**src/rtl/core/mcme_pkg.sv**
```systemverilog
`timescale 1ns / 1ps
package mcme_pkg;
  localparam int unsigned MaxDim = 64;
  localparam int unsigned DimW = 7;
  localparam int unsigned CoordW = 6;
  localparam int unsigned LabelW = 11;
  localparam int unsigned CountW = 11;
  localparam int unsigned StatusW = 3;
  localparam logic [LabelW-1:0] WallCode = '1;

  typedef enum logic [1:0] {
    CMD_INIT  = 2'd0,
    CMD_MERGE = 2'd1,
    CMD_READ  = 2'd2,
    CMD_NONE  = 2'd3
  } cmd_e;

  typedef enum logic [2:0] {
    ST_MERGED    = 3'd0,
    ST_NO_MERGE  = 3'd1,
    ST_OUTSIDE   = 3'd2,
    ST_INIT_DONE = 3'd3,
    ST_READ_DONE = 3'd4
  } status_e;

  typedef enum logic [3:0] {
    S_IDLE, S_INIT, S_CHK, S_NB, S_DEC, S_SCAN, S_FIN, S_RD, S_OUT
  } state_e;

  // controller to datapath
  typedef struct packed {
    logic       latch;      // capture command
    logic       init_start;
    logic       init_step;
    logic       rd_nb;      // address neighbor (index nb_sel)
    logic       cap_center;
    logic       cap_nb;     // store neighbor word
    logic       decide;
    logic       scan_start;
    logic       scan_step;
    logic       write_center;
    logic       set_status;
    logic [2:0] status;
    logic       set_open;
  } cmd_t;

  // datapath to controller
  typedef struct packed {
    cmd_e  cmd;
    logic  interior;
    logic  in_grid;
    logic  center_wall;
    logic  mergeable;
    logic  init_last;
    logic  scan_last;
  } stat_t;
endpackage

```
**src/rtl/core/mcme_ctrl.sv**
```systemverilog
`timescale 1ns / 1ps
module mcme_ctrl (
  input  logic           clk_i,
  input  logic           rst_ni,
  input  logic           in_valid_i,
  output logic           in_ready_o,
  output logic           out_valid_o,
  input  logic           out_ready_i,
  input  mcme_pkg::stat_t stat_i,
  output mcme_pkg::cmd_t  cmd_o,
  output logic [1:0]     nb_sel_o
);
  mcme_pkg::state_e state_q, state_d;
  logic [2:0] nb_q, nb_d;

  always_ff @(posedge clk_i or negedge rst_ni) begin
    if (!rst_ni) begin
      state_q <= mcme_pkg::S_IDLE;
      nb_q <= '0;
    end else begin
      state_q <= state_d;
      nb_q <= nb_d;
    end
  end

  // neighbor reads pipelined: address nb_q[1:0], capture previous
  always_comb begin
    state_d = state_q;
    nb_d = nb_q;
    unique case (state_q)
      mcme_pkg::S_IDLE: if (in_valid_i) state_d = mcme_pkg::S_CHK;
      mcme_pkg::S_CHK: begin
        unique case (stat_i.cmd)
          mcme_pkg::CMD_INIT: state_d = mcme_pkg::S_INIT;
          mcme_pkg::CMD_MERGE: begin
            if (!stat_i.interior) state_d = mcme_pkg::S_OUT;
            else state_d = mcme_pkg::S_RD;
          end
          mcme_pkg::CMD_READ:
            state_d = stat_i.in_grid ? mcme_pkg::S_RD : mcme_pkg::S_OUT;
          default: state_d = mcme_pkg::S_OUT;
        endcase
        nb_d = '0;
      end
      mcme_pkg::S_INIT: if (stat_i.init_last) state_d = mcme_pkg::S_OUT;
      mcme_pkg::S_RD: begin
        if (stat_i.cmd == mcme_pkg::CMD_READ) state_d = mcme_pkg::S_OUT;
        else if (!stat_i.center_wall) state_d = mcme_pkg::S_OUT;
        else state_d = mcme_pkg::S_NB;
      end
      mcme_pkg::S_NB: begin
        nb_d = nb_q + 3'd1;
        if (nb_q == 3'd4) state_d = mcme_pkg::S_DEC;
      end
      mcme_pkg::S_DEC:
        state_d = stat_i.mergeable ? mcme_pkg::S_SCAN : mcme_pkg::S_OUT;
      mcme_pkg::S_SCAN: if (stat_i.scan_last) state_d = mcme_pkg::S_FIN;
      mcme_pkg::S_FIN: state_d = mcme_pkg::S_OUT;
      mcme_pkg::S_OUT: if (out_ready_i) state_d = mcme_pkg::S_IDLE;
      default: state_d = mcme_pkg::S_IDLE;
    endcase
  end

  always_comb begin
    cmd_o = '0;
    in_ready_o = 1'b0;
    out_valid_o = 1'b0;
    nb_sel_o = nb_q[1:0];
    unique case (state_q)
      mcme_pkg::S_IDLE: begin
        in_ready_o = 1'b1;
        cmd_o.latch = in_valid_i;
      end
      mcme_pkg::S_CHK: begin
        cmd_o.set_status = 1'b1;
        cmd_o.set_open = 1'b1;
        unique case (stat_i.cmd)
          mcme_pkg::CMD_INIT: begin
            cmd_o.init_start = 1'b1;
            cmd_o.status = mcme_pkg::ST_INIT_DONE;
          end
          mcme_pkg::CMD_MERGE:
            cmd_o.status = stat_i.interior ? mcme_pkg::ST_NO_MERGE : mcme_pkg::ST_OUTSIDE;
          mcme_pkg::CMD_READ:
            cmd_o.status = stat_i.in_grid ? mcme_pkg::ST_READ_DONE : mcme_pkg::ST_OUTSIDE;
          default: cmd_o.status = mcme_pkg::ST_NO_MERGE;
        endcase
      end
      mcme_pkg::S_INIT: cmd_o.init_step = 1'b1;
      mcme_pkg::S_RD: begin
        cmd_o.cap_center = 1'b1;
        cmd_o.rd_nb = 1'b1;
      end
      mcme_pkg::S_NB: begin
        cmd_o.rd_nb = 1'b1;
        cmd_o.cap_nb = nb_q != 3'd0;
        nb_sel_o = nb_q[1:0];
      end
      mcme_pkg::S_DEC: begin
        cmd_o.decide = 1'b1;
        cmd_o.scan_start = stat_i.mergeable;
      end
      mcme_pkg::S_SCAN: cmd_o.scan_step = 1'b1;
      mcme_pkg::S_FIN: begin
        cmd_o.write_center = 1'b1;
        cmd_o.set_status = 1'b1;
        cmd_o.status = mcme_pkg::ST_MERGED;
      end
      mcme_pkg::S_OUT: out_valid_o = 1'b1;
      default: ;
    endcase
  end
endmodule

```
**config.mk**
```make
export PLATFORM = sky130hd
export DESIGN_NAME = mcme_ctrl
export DESIGN_NICKNAME = d
export VERILOG_FILES = /design/src/rtl/core/mcme_pkg.sv /design/src/rtl/core/mcme_ctrl.sv
export SDC_FILE = /design/constraint.sdc
export NUM_CORES = 1
export LEC_CHECK = 0
export BUFFER_PORTS_ARGS = -buffer_cell sky130_fd_sc_hd__buf_2
export CORE_MARGIN = 2
export CORE_UTILIZATION = 48
export DETAILED_ROUTE_END_ITERATION = 10
export PLACE_DENSITY = 0.83
export REMOVE_ABC_BUFFERS = 1
export SLEW_MARGIN = 15
export SYNTH_ARGS = -nofsm -noshare
export SYNTH_HDL_FRONTEND = slang
export SYNTH_SLANG_ARGS = --single-unit
export TNS_END_PERCENT = 50
```
**constraint.sdc**
```tcl
create_clock -name clk_i -period 4.2 [get_ports clk_i]
set_clock_uncertainty 0.15 [all_clocks]
set_input_delay 0 -clock clk_i [delete_from_list [all_inputs] [get_ports clk_i]]
set_output_delay 0 -clock clk_i [all_outputs]
set_load 0.05 [all_outputs]
```
==> reports/metrics.cfg <==
[place]
io_buffers=30
hpwl_um=1252
routabilityCongestion=0.8297

[grt]
antenna_found_initial=0
grt_pass1_wl_um=2401
overflow=0
grt_usage_pct=22.53
grt_max_degree=16
grt_pass1_vias=548

[critical_path]
crit_type=reg -> out
ff2ff_path_depth=5
crit_arrival_ns=1.95
reg2reg_to=state_q[0]
cp_top_family=simple AND/OR/NAND/NOR gates
cp.depth=4
cpPeakStageDelay_ns=0.49
regToRegSetupSlack_ns=2.14
startpoint_type=register
crit_required_ns=4.05
crit_path_start=state_q[0]
path_buf_inv=1
end_kind=output pin
cpMaxStageDelayCell=dfrtp_1
worstSetupEndpoint=cmd_o[13]
crit_chain=nand2b_1, or3_1, nor3_1, buf_2
timing.rr.start=state_q[0]
crit_fanout=12

[floorplan]
rows=13
die_w_um=40.61
dieHeight_um=40.61
ioPinCount=31
core_area_mm2=0.001269
dieArea_mm2=0.001649
start_util_pct=50.69

[clock_network]
cts-buffers-inserted=3
clock-sinks=7
cts_tree=built
cts_resized=0
cts_buffer_depth=2
clk_latency_ns=0.25
htree_num_levels=1
clockRootBuffer=clkbuf_4
clkTransAtPathRegs_ns=0.05

[sta]
hold_slack_ns=0.04817
hold_violations=0
fmaxAchievable_ghz=0.4761
worst_pin_slew_ns=0.4217
rsz0062_at_grt=no
layout_min_cycle_time_ns=2.101
slew_violations=0
min_period_over_period_pct=50.01
totalNegativeSetupSlack_ns=0
slew_headroom_pct=71.88
finalSetupViolations=0

[run]
cap_violations=0

[layout]
fin_nets=134
num_antenna_cells=0
drive_gt1_share_pct=31.93
area_growth_pct=29.96
final_common_cell=buf_2
mostFrequentLayoutCells=buf_2 (30), nor2_1 (13), inv_1 (9), nand2_1 (9), dfrtp_1 (7)

[outcome]
status=completed

[route]
highest_layer=met3
drt_iter0_drc=20
route.met3.wl_um=149
wl_per_cell_um=11.99
m1WireLength_um=768
routed_wl_um=1606
drcViolationCount=0
antenna_left=0
vias_per_cell=5.470
vias=733
first_pass_iters=4
dr_wl_met2_um=687

[synth]
ys_types=34
yosysSeqAreaShare_pct=27.24
syn_inst=88
ys_warn_count=0
syn_area_per_cell_um2=7.308
yosys_register_bits=7
synthesis.area_um2=643.1

[pwr]
finalPower_uw=597.6
ir_worst_vdd_mv=0.6749
powerDensity_mw_per_mm2=715.0
power_leakage_uw=0.0004593

[min_path]
min_path_type=in -> reg

Yosys cell counts:
cell,n,area (µm²)
buf_2,2,10.01
a21o_1,1,7.510
nor2_1,13,48.80
inv_1,9,33.78
nor3_1,5,25.02
o221a_2,1,11.26
a32oi_1,1,8.760
nand4bb_1,1,11.26
dfrtp_1,7,175.2
clkbuf_1,2,7.510
a211oi_1,1,7.510
and2b_4,1,10.01
or4b_1,1,10.01
o21ai_1,1,5.000
o21ai_0,3,15.01
a221oi_2,1,15.01
or3_1,1,6.260
a211o_1,1,8.760
nand4_1,1,6.260
nand3_1,1,5.000
o31ai_1,1,7.510
or2_2,1,6.260
nor2b_2,1,8.760
nor2b_1,2,12.51
nand2_1,9,33.78
nand2b_1,5,31.28
or3b_1,1,8.760
ha_1,2,25.02
o22ai_1,1,6.260
o22a_1,1,8.760
a221oi_1,1,8.760
a22o_1,2,17.52
a21oi_1,5,25.02
buf_4,2,15.01
cell families (layout without fill, tap and decap cells):
logic type,count (synthesis),count (layout),share of synthesized area (%)
compound gates,21,21,23.74
simple gates,43,43,34.83
fa+ha+maj,2,2,3.890
buf+inv,15,46,10.31
flops,7,7,27.24
repair_timing:
item / CTS / global route
endpoints found under the hold margin: 8 / 0
buffers inserted: 0 / 0
hold buffers: 3 / 0
per-stage QoR:
stage | util [%] | instances | cell area [µm²] | setup slack (ns)
finish | 65.88 | 134 | 835.8 | 2.099
detailed placement | 61.44 | 127 | 779.5 | 2.192
global route | 65.88 | 134 | 835.8 | 1.988
floorplan | - | 82 | 610.6 | 1.605
CTS | 65.88 | 134 | 835.8 | 2.135
global placement | 61.44 | 127 | 779.5 | 2.266
per-layer routing:
metal	vias to the layer above	GRT usage, %
met3	0	6.667
met4	0	5.000
li1	367	-
met1	328	31.02
met2	38	34.13
met5	-	0
how the worst min path moves through the flow:
stage | startpoint | to | depth (start not counted) | slack [ns]
floorplan | rst_ni | nb_q[0] | 0 | -0.45
global placement | rst_ni | nb_q[2] | 1 | -0.31
detailed placement | rst_ni | nb_q[2] | 1 | -0.31
CTS | in_valid_i | state_q[1] | 5 | 0.03
global route | stat_i[3] | state_q[0] | 4 | 0.09
finish | in_valid_i | state_q[1] | 5 | 0.05
worst min-delay path, cell delays in order:
cell     delay [ns]
buf_2          0.09
inv_1          0.06
a21oi_1        0.06
nand3_1        0.12
a32oi_1        0.07
sequential cells by signal, summed over array words and instances, names as in the netlist:
name,cells
state_q,4
nb_q,3
where the power goes:
group          switching, µW  leakage (µW)  internal (µW)
Combinational            282      0.000350            113
Sequential              51.5     0.0000941           88.9
Clock                   25.4     0.0000150           36.3
area by class of cell:
type / count / area [µm²]
Tap cell: 15 / 18.77
Inverter: 9 / 33.78
Sequential cell: 7 / 175.2
Fill cell: 111 / 432.9
Clock buffer: 4 / 26.28
Multi-Input combinational cell: 66 / 401.6
Timing Repair Buffer: 33 / 180.2
Power figures use the tool's default switching activity.
